<file path="config.mk">
export PLATFORM = sky130hd
export DESIGN_NAME = sequential_list_engine
export DESIGN_NICKNAME = d
export VERILOG_FILES = /design/src/rtl/core/sle_pkg.sv /design/src/rtl/core/sle_cell.sv /design/src/rtl/core/sle_first_match.sv /design/src/rtl/core/sequential_list_engine.sv
export SDC_FILE = /design/constraint.sdc
export NUM_CORES = 2
export LEC_CHECK = 0
export BUFFER_PORTS_ARGS = -buffer_cell sky130_fd_sc_hd__buf_2
export CAP_MARGIN = 5
export CORE_MARGIN = 8
export CORE_UTILIZATION = 55
export DETAILED_ROUTE_END_ITERATION = 10
export GPL_TIMING_DRIVEN = 0
export PLACE_DENSITY = 0.8
export SLEW_MARGIN = 20
export SYNTH_ARGS = -nofsm -noshare
export SYNTH_HDL_FRONTEND = slang
export SYNTH_SLANG_ARGS = --single-unit
export TNS_END_PERCENT = 100
</file>
<file path="constraint.sdc">
create_clock -name clk -period 10.6 [get_ports clk]
set_input_delay 1.59 -clock clk [delete_from_list [all_inputs] [get_ports clk]]
set_output_delay 1.59 -clock clk [all_outputs]
set_load 0.01 [all_outputs]
</file>
<file path="src/rtl/core/sle_pkg.sv">
// Shared types, sizes and codes for the sequential list engine.
package sle_pkg;

    localparam int CAPACITY = 16;
    localparam int IDX_W    = (CAPACITY > 1) ? $clog2(CAPACITY) : 1;
    localparam int LEN_W    = $clog2(CAPACITY + 1);
    localparam int POS_W    = 5;
    localparam int WORD_W   = 32;
    localparam int CMP_W    = ((POS_W > LEN_W) ? POS_W : LEN_W) + 1;

    localparam logic [1:0] OP_GET    = 2'd0;
    localparam logic [1:0] OP_LOCATE = 2'd1;
    localparam logic [1:0] OP_INSERT = 2'd2;
    localparam logic [1:0] OP_DELETE = 2'd3;

    localparam logic [1:0] ST_OK       = 2'd0;
    localparam logic [1:0] ST_BADPOS   = 2'd1;
    localparam logic [1:0] ST_FULL     = 2'd2;
    localparam logic [1:0] ST_NOTFOUND = 2'd3;

    typedef struct packed {
        logic [1:0]              op;
        logic [POS_W-1:0]        position;
        logic signed [WORD_W-1:0] item_value;
    } req_beat_t;

    typedef struct packed {
        logic [1:0]              status;
        logic signed [WORD_W-1:0] read_value;
        logic [POS_W-1:0]        found_position;
        logic [POS_W-1:0]        list_length_out;
    } rsp_beat_t;

    // Broadcast control from the sequencer to every cell.
    typedef struct packed {
        logic              ins_en;
        logic              del_en;
        logic              cmp_en;
        logic [IDX_W-1:0]  slot;
        logic [LEN_W-1:0]  len;
        logic [WORD_W-1:0] key;
    } cell_cmd_t;

endpackage

</file>
<file path="src/rtl/core/sle_cell.sv">
// One list slot: holds an entry, shifts with its neighbors, compares with the key.
module sle_cell (
    input  logic                        clk,
    input  logic [sle_pkg::IDX_W-1:0]   idx,
    input  sle_pkg::cell_cmd_t          cmd,
    input  logic [sle_pkg::WORD_W-1:0]  left_data,
    input  logic [sle_pkg::WORD_W-1:0]  right_data,
    output logic [sle_pkg::WORD_W-1:0]  data,
    output logic                        match
);
    import sle_pkg::*;

    logic [WORD_W-1:0] data_reg;
    logic [WORD_W-1:0] data_next;
    logic              match_reg;

    always_comb
    begin
        data_next = data_reg;
        if (cmd.ins_en)
        begin
            if (idx == cmd.slot)
                data_next = cmd.key;
            else if (idx > cmd.slot)
                data_next = left_data;
        end
        else if (cmd.del_en && idx >= cmd.slot)
        begin
            data_next = right_data;
        end
    end

    always_ff @(posedge clk)
    begin
        data_reg <= data_next;
        // match is held until the next locate so a stalled response still sees it
        if (cmd.cmp_en)
            match_reg <= (LEN_W'(idx) < cmd.len) && (data_reg == cmd.key);
    end

    assign data  = data_reg;
    assign match = match_reg;

endmodule

</file>
<file path="src/rtl/core/sle_first_match.sv">
// Priority encoder: 1-based position of the lowest set match flag, 0 if none.
module sle_first_match (
    input  logic [sle_pkg::CAPACITY-1:0] match_vec,
    output logic                         hit,
    output logic [sle_pkg::POS_W-1:0]    first_pos
);
    import sle_pkg::*;

    always_comb
    begin
        first_pos = '0;
        for (int i = CAPACITY - 1; i >= 0; i--)
        begin
            if (match_vec[i])
                first_pos = POS_W'(i + 1);
        end
    end

    assign hit = |match_vec;

endmodule

</file>
<file path="src/rtl/core/sequential_list_engine.sv">
// Top level of the sequential list engine: sequencer, row of cells, response register.
//
// Ordered list of signed 32-bit words, CAPACITY entries, held in a row of cells.
// Request channel (req_valid / req_stall / req_data): one beat carries op, position
// and item_value. A beat is taken when req_valid is high and req_stall is low.
// Ops: get, locate, insert (later entries move up), delete (later entries move down).
// Response channel (rsp_valid / rsp_stall / rsp_data): exactly one beat per request,
// with status, read_value, found_position and list_length_out.
//
// Timing: a request passes through the idle, execute and finish steps. The idle step
// registers the request, the execute step updates all cells at once (parallel shift,
// parallel compare), the finish step encodes the first matching cell and loads the
// response register. No new request is taken until the response register is loaded
// and the sequencer is back in its idle step.
//
// Reset clears the list length, the sequencer and the response valid; entry
// contents are left as they are and are never read before being written.
// A stalled response holds its beat; the sequencer waits in its final step until
// the response register is free, and takes no request meanwhile.
module sequential_list_engine (
    input  logic               clk,
    input  logic               rst_n,
    input  logic               req_valid,
    output logic               req_stall,
    input  sle_pkg::req_beat_t req_data,
    output logic               rsp_valid,
    input  logic               rsp_stall,
    output sle_pkg::rsp_beat_t rsp_data
);
    import sle_pkg::*;

    localparam logic [1:0] S_IDLE = 2'd0;
    localparam logic [1:0] S_EXEC = 2'd1;
    localparam logic [1:0] S_FIN  = 2'd2;

    logic [1:0]        state_reg;
    logic [1:0]        state_next;
    req_beat_t         cmd_reg;
    logic [LEN_W-1:0]  len_reg;
    logic [LEN_W-1:0]  len_next;

    // results staged between execute and finish
    logic [1:0]        res_status_reg;
    logic [WORD_W-1:0] res_read_reg;
    logic              res_locate_reg;

    logic              rsp_valid_reg;
    rsp_beat_t         rsp_data_reg;

    cell_cmd_t         cell_cmd;
    logic [WORD_W-1:0] cell_data [CAPACITY];
    logic [CAPACITY-1:0] match_vec;
    logic              hit;
    logic [POS_W-1:0]  first_pos;

    logic [CMP_W-1:0]  pos_w;
    logic [CMP_W-1:0]  len_w;
    logic [POS_W-1:0]  pos_m1;
    logic [IDX_W-1:0]  slot;
    logic              pos_nz;
    logic              rd_ok;
    logic              ins_ok;
    logic              full;
    logic              in_exec;
    logic              rsp_free;
    logic [1:0]        exec_status;
    logic [WORD_W-1:0] exec_read;

    // ---------------- position checks against the current length
    assign pos_w   = CMP_W'(cmd_reg.position);
    assign len_w   = CMP_W'(len_reg);
    assign pos_m1  = cmd_reg.position - POS_W'(1);
    assign slot    = IDX_W'(pos_m1);
    assign pos_nz  = (cmd_reg.position != '0);
    assign rd_ok   = pos_nz && (pos_w <= len_w);
    assign ins_ok  = pos_nz && (pos_w <= len_w + CMP_W'(1));
    assign full    = (len_reg == LEN_W'(CAPACITY));
    assign in_exec = (state_reg == S_EXEC);

    always_comb
    begin
        cell_cmd.ins_en = 1'b0;
        cell_cmd.del_en = 1'b0;
        cell_cmd.cmp_en = 1'b0;
        cell_cmd.slot   = slot;
        cell_cmd.len    = len_reg;
        cell_cmd.key    = cmd_reg.item_value;
        exec_status     = ST_OK;
        exec_read       = '0;
        len_next        = len_reg;
        unique case (cmd_reg.op)
            OP_GET:
            begin
                if (rd_ok)
                    exec_read = cell_data[slot];
                else
                    exec_status = ST_BADPOS;
            end
            OP_LOCATE:
            begin
                // status settled in the finish step from the match flags
                cell_cmd.cmp_en = in_exec;
            end
            OP_INSERT:
            begin
                if (!ins_ok)
                    exec_status = ST_BADPOS;
                else if (full)
                    exec_status = ST_FULL;
                else
                begin
                    cell_cmd.ins_en = in_exec;
                    len_next        = len_reg + LEN_W'(1);
                end
            end
            OP_DELETE:
            begin
                if (rd_ok)
                begin
                    exec_read       = cell_data[slot];
                    cell_cmd.del_en = in_exec;
                    len_next        = len_reg - LEN_W'(1);
                end
                else
                    exec_status = ST_BADPOS;
            end
            default:
            begin
                exec_status = ST_OK;
            end
        endcase
    end

    // ---------------- row of cells, neighbors wired in a chain
    for (genvar i = 0; i < CAPACITY; i++)
    begin : g_cell
        logic [WORD_W-1:0] left_d;
        logic [WORD_W-1:0] right_d;

        if (i == 0)
        begin : g_first
            assign left_d = cmd_reg.item_value;
        end
        else
        begin : g_mid_l
            assign left_d = cell_data[i-1];
        end

        if (i == CAPACITY - 1)
        begin : g_last
            assign right_d = cell_data[i];
        end
        else
        begin : g_mid_r
            assign right_d = cell_data[i+1];
        end

        sle_cell u_cell (
            .clk        (clk),
            .idx        (IDX_W'(i)),
            .cmd        (cell_cmd),
            .left_data  (left_d),
            .right_data (right_d),
            .data       (cell_data[i]),
            .match      (match_vec[i])
        );
    end

    sle_first_match u_first_match (
        .match_vec (match_vec),
        .hit       (hit),
        .first_pos (first_pos)
    );

    // ---------------- sequencer
    assign rsp_free = !rsp_valid_reg || !rsp_stall;

    always_comb
    begin
        state_next = state_reg;
        unique case (state_reg)
            S_IDLE:
            begin
                if (req_valid)
                    state_next = S_EXEC;
            end
            S_EXEC:
            begin
                state_next = S_FIN;
            end
            S_FIN:
            begin
                if (rsp_free)
                    state_next = S_IDLE;
            end
            default:
            begin
                state_next = S_IDLE;
            end
        endcase
    end

    always_ff @(posedge clk or negedge rst_n)
    begin
        if (!rst_n)
        begin
            state_reg     <= S_IDLE;
            len_reg       <= '0;
            rsp_valid_reg <= 1'b0;
        end
        else
        begin
            state_reg <= state_next;
            if (in_exec)
                len_reg <= len_next;
            if (state_reg == S_FIN && rsp_free)
                rsp_valid_reg <= 1'b1;
            else if (!rsp_stall)
                rsp_valid_reg <= 1'b0;
        end
    end

    // payload registers
    always_ff @(posedge clk)
    begin
        if (state_reg == S_IDLE && req_valid)
            cmd_reg <= req_data;
        if (in_exec)
        begin
            res_status_reg <= exec_status;
            res_read_reg   <= exec_read;
            res_locate_reg <= (cmd_reg.op == OP_LOCATE);
        end
        if (state_reg == S_FIN && rsp_free)
        begin
            rsp_data_reg.read_value      <= res_read_reg;
            rsp_data_reg.list_length_out <= POS_W'(len_reg);
            if (res_locate_reg)
            begin
                rsp_data_reg.status         <= hit ? ST_OK : ST_NOTFOUND;
                rsp_data_reg.found_position <= first_pos;
            end
            else
            begin
                rsp_data_reg.status         <= res_status_reg;
                rsp_data_reg.found_position <= '0;
            end
        end
    end

    assign req_stall = (state_reg != S_IDLE);
    assign rsp_valid = rsp_valid_reg;
    assign rsp_data  = rsp_data_reg;

endmodule

</file>
==> run summary <==
Xor/xnor share of the synthesized area = 0.108
P_int = 5.75 mW
Worst flop-to-flop path startpoint = cmd_reg[32]
Setup TNS = 0 ns
Register bit total from synthesis = 654
Logic gate share of total power = 0.352
Min-Delay Path Class = reg2reg
GRT Residual Overflow = 0
Post-detailed-routing wire length = 231000 µm
Clk sinks = 654
Final Non-Filler Cells = 4544
Final Cell Area = 48200 µm²
Largest cells by area after synthesis = edfxtp_1, mux2_2, mux4_2, mux2_1, xor2_1
Synth warn = 0
Top cell type's share of synthesized area = 0.457
Die Wd = 294 µm
Starting Density = 0.551
Post-synthesis compound-gate area fraction = 0.0509
Most frequent cells in the layout = edfxtp_1, mux2_2, xor2_1
Final Max Tran Viols = 0
Core ar. = 77000 µm²
Clk_lat worst skew = 0.66 ns
Hold buffers post-CTS = 0
Sequential fraction of the synthesis area = 0.462
Worst R2R Setup Slack = 4.87 ns
Final Setup Violations = 0
Share of layout cells above drive strength 1 = 0.290
Dpl cells = 4387
Cell Pwr Density = 195 nW/µm²
I/O pin cnt = 89
DR vias/cell = 7.84
Largest net degree at the start of global routing = 42
Clock share of power = 0.292
HP Start = res_read_reg[31]
Crit path to = g_cell[3].u_cell.data[15]
Clk root buf = clkbuf_16
Slew headroom = 0.105
Max FFs per register = 512
Final worst-path setup slack = 4.87 ns
Max Clock Freq = 0.174 GHz
IO Port Bufs = 88
Syn avg cell area = 13.2 µm²
CTS Buf Count = 76
Hold Slack = 0.419 ns
NetSw = 3.66 mW
Cts repair resizes = 0
Crit path from = cmd_reg[32]
Crit. End Element = flip-flop
Post-synth EDFFs = 646
Vias = 35600
Primary FF master, synth = edfxtp_1
Initial antenna violation count = 33
First-pass GRT wire length = 301000 µm
Post-Synthesis Cells = 3211
Min Tclk post-route = 5.73 ns
Post-Place Worst Slack = 5.36 ns
Total power = 9.41 mW
Vias in the first global route = 32900
Final Util = 0.626
Initial drt markers = 6995
Final Skew = 0.0295 ns
DRT Pass-1 Iters = 9
Share of synthesized area spent on multiplexers = 0.281
Total of max-cap violations = 0
Crit path launch type = flip-flop
CP Max Fanout = 10
Status = finished clean
Hold Fails Final Rpt = 0
Fin nets = 3489
H-Tree Depth = 3
Synth async-reset ratio = 0.0122
Post-synthesis simple-gate area fraction = 0.0588
Largest family of logic cells by synthesized area = multiplexers
Worst-Margin Slew = 1.34 ns
Commonest non-fill, non-tap cell in the layout = edfxtp_1
Gpl congestion = 1.25
Residual DRC = 0
Row count = 102
Static leakage power = 16.3 nW
Syn nets = 3275
Placed Area = 45600 µm²
Final cycle utilization of the critical path = 0.541
HPWL Detailed = 173000 µm
Unique masters post-synth = 60
Setup Crit Path Kind = reg2reg
GR Util All Layers = 0.522
Post-CTS setup repair buffer count = 0
Routed WL per cell = 50.7 µm
RSZ-0062 raised after global routing = no
Die area = 86300 µm²
Clk slew on worst S/H paths = 0.06 ns
Maximum VDD drop = 0.000129 V
Biggest area consumer among synthesized cells = edfxtp_1
Switch share = 0.389
Post-synthesis adder-cell area fraction = 0.00620
Register-to-Register Path Depth = 12
R2R Path End = g_cell[3].u_cell.data[15]
Die Ht = 294 µm
Layout area overhead = 13.7%
Antenna-violating nets left = 0
Sequential Power Share = 0.356
WP data arrival = 6.08 ns
CTS tree = yes
CTS Buffer Depth = 3
Critical path required time = 10.95 ns
Cell Area, Synth = 42400 µm²
## logic make-up after synthesis
logic type | after synthesis
and+or+nand+nor | 498
AOI/OAI and AO/OA | 302
DFF | 654
adders and majority gates | 21
buffers and inverters | 316
xor gates and xnor gates | 522
muxes | 898
## how the worst min path moves through the flow
stage | to | slack, ns | depth (start not counted)
after detailed placement | rsp_data[32] | 0.40 | 0
after global routing | rsp_data[21] | 0.42 | 0
final | rsp_data[41] | 0.42 | 0
after CTS | rsp_data[38] | 0.42 | 0
after floorplan | rsp_data[10] | 0.40 | 0
after global placement | rsp_data[13] | 0.40 | 0
## critical path: stages (launching register included)
cell and delay (ns):
edfxtp_1 0.37, buf_2 0.30, buf_2 0.48, inv_1 0.25, ha_1 0.25, buf_2 0.18, xnor2_2 0.78, buf_2 0.56
nand2_1 0.52, clkbuf_1 0.61, a21oi_4 0.65, buf_16 0.25, buf_16 0.18
## metal layers
metal	wire [µm]	global-route usage
met3	41700	0.296
met2	89900	0.706
met5	139	0
met1	75000	0.610
met4	23900	0.393
## cell type report
type,count,area [µm²]
clock buffers,93,2010
plain buffers,296,1340
fillers,5961,28800
diodes,21,52.6
multi-input cells,2241,21700
repair buffers,136,1670
clock inverters,43,465
well taps,1040,1300
flip-flops and latches,654,19600
inverters,20,75.1
## synth_stat cells, drive strengths merged (2+ instances only)
| cell | instances |
|---|---|
| buf | 151 |
| o21ai | 14 |
| ha | 21 |
| xnor2 | 180 |
| a21oi | 28 |
| o311ai | 3 |
| edfxtp | 646 |
| nor2 | 22 |
| a211oi | 2 |
| a21boi | 4 |
| dfrtp | 8 |
| clkbuf | 145 |
| nand3 | 27 |
| a2111oi | 7 |
| a21o | 2 |
| or2 | 2 |
| o2111ai | 2 |
| o21bai | 4 |
| nor2b | 36 |
| nand2b | 9 |
| a211o | 2 |
| nor3 | 16 |
| nor3b | 2 |
| nand2 | 212 |
| o22ai | 129 |
| xor2 | 342 |
| mux2i | 2 |
| and3 | 5 |
| mux2 | 736 |
| mux4 | 160 |
| o2bb2ai | 96 |
| a31oi | 4 |
| nand4 | 56 |
| inv | 19 |
| or3 | 3 |
| and2 | 3 |
| nor4 | 98 |
## power by group through the flow
stage | combinational (mW) | sequential (mW) | clock (mW)
floorplan | 1.57 | 3.35 | 0
finish | 3.32 | 3.35 | 2.74
global route | 3.23 | 3.36 | 2.80
global placement | 2.88 | 3.42 | 0
detailed placement | 3.04 | 3.39 | 0
CTS | 3.07 | 3.33 | 2.71
Power figures use the tool's default switching activity.
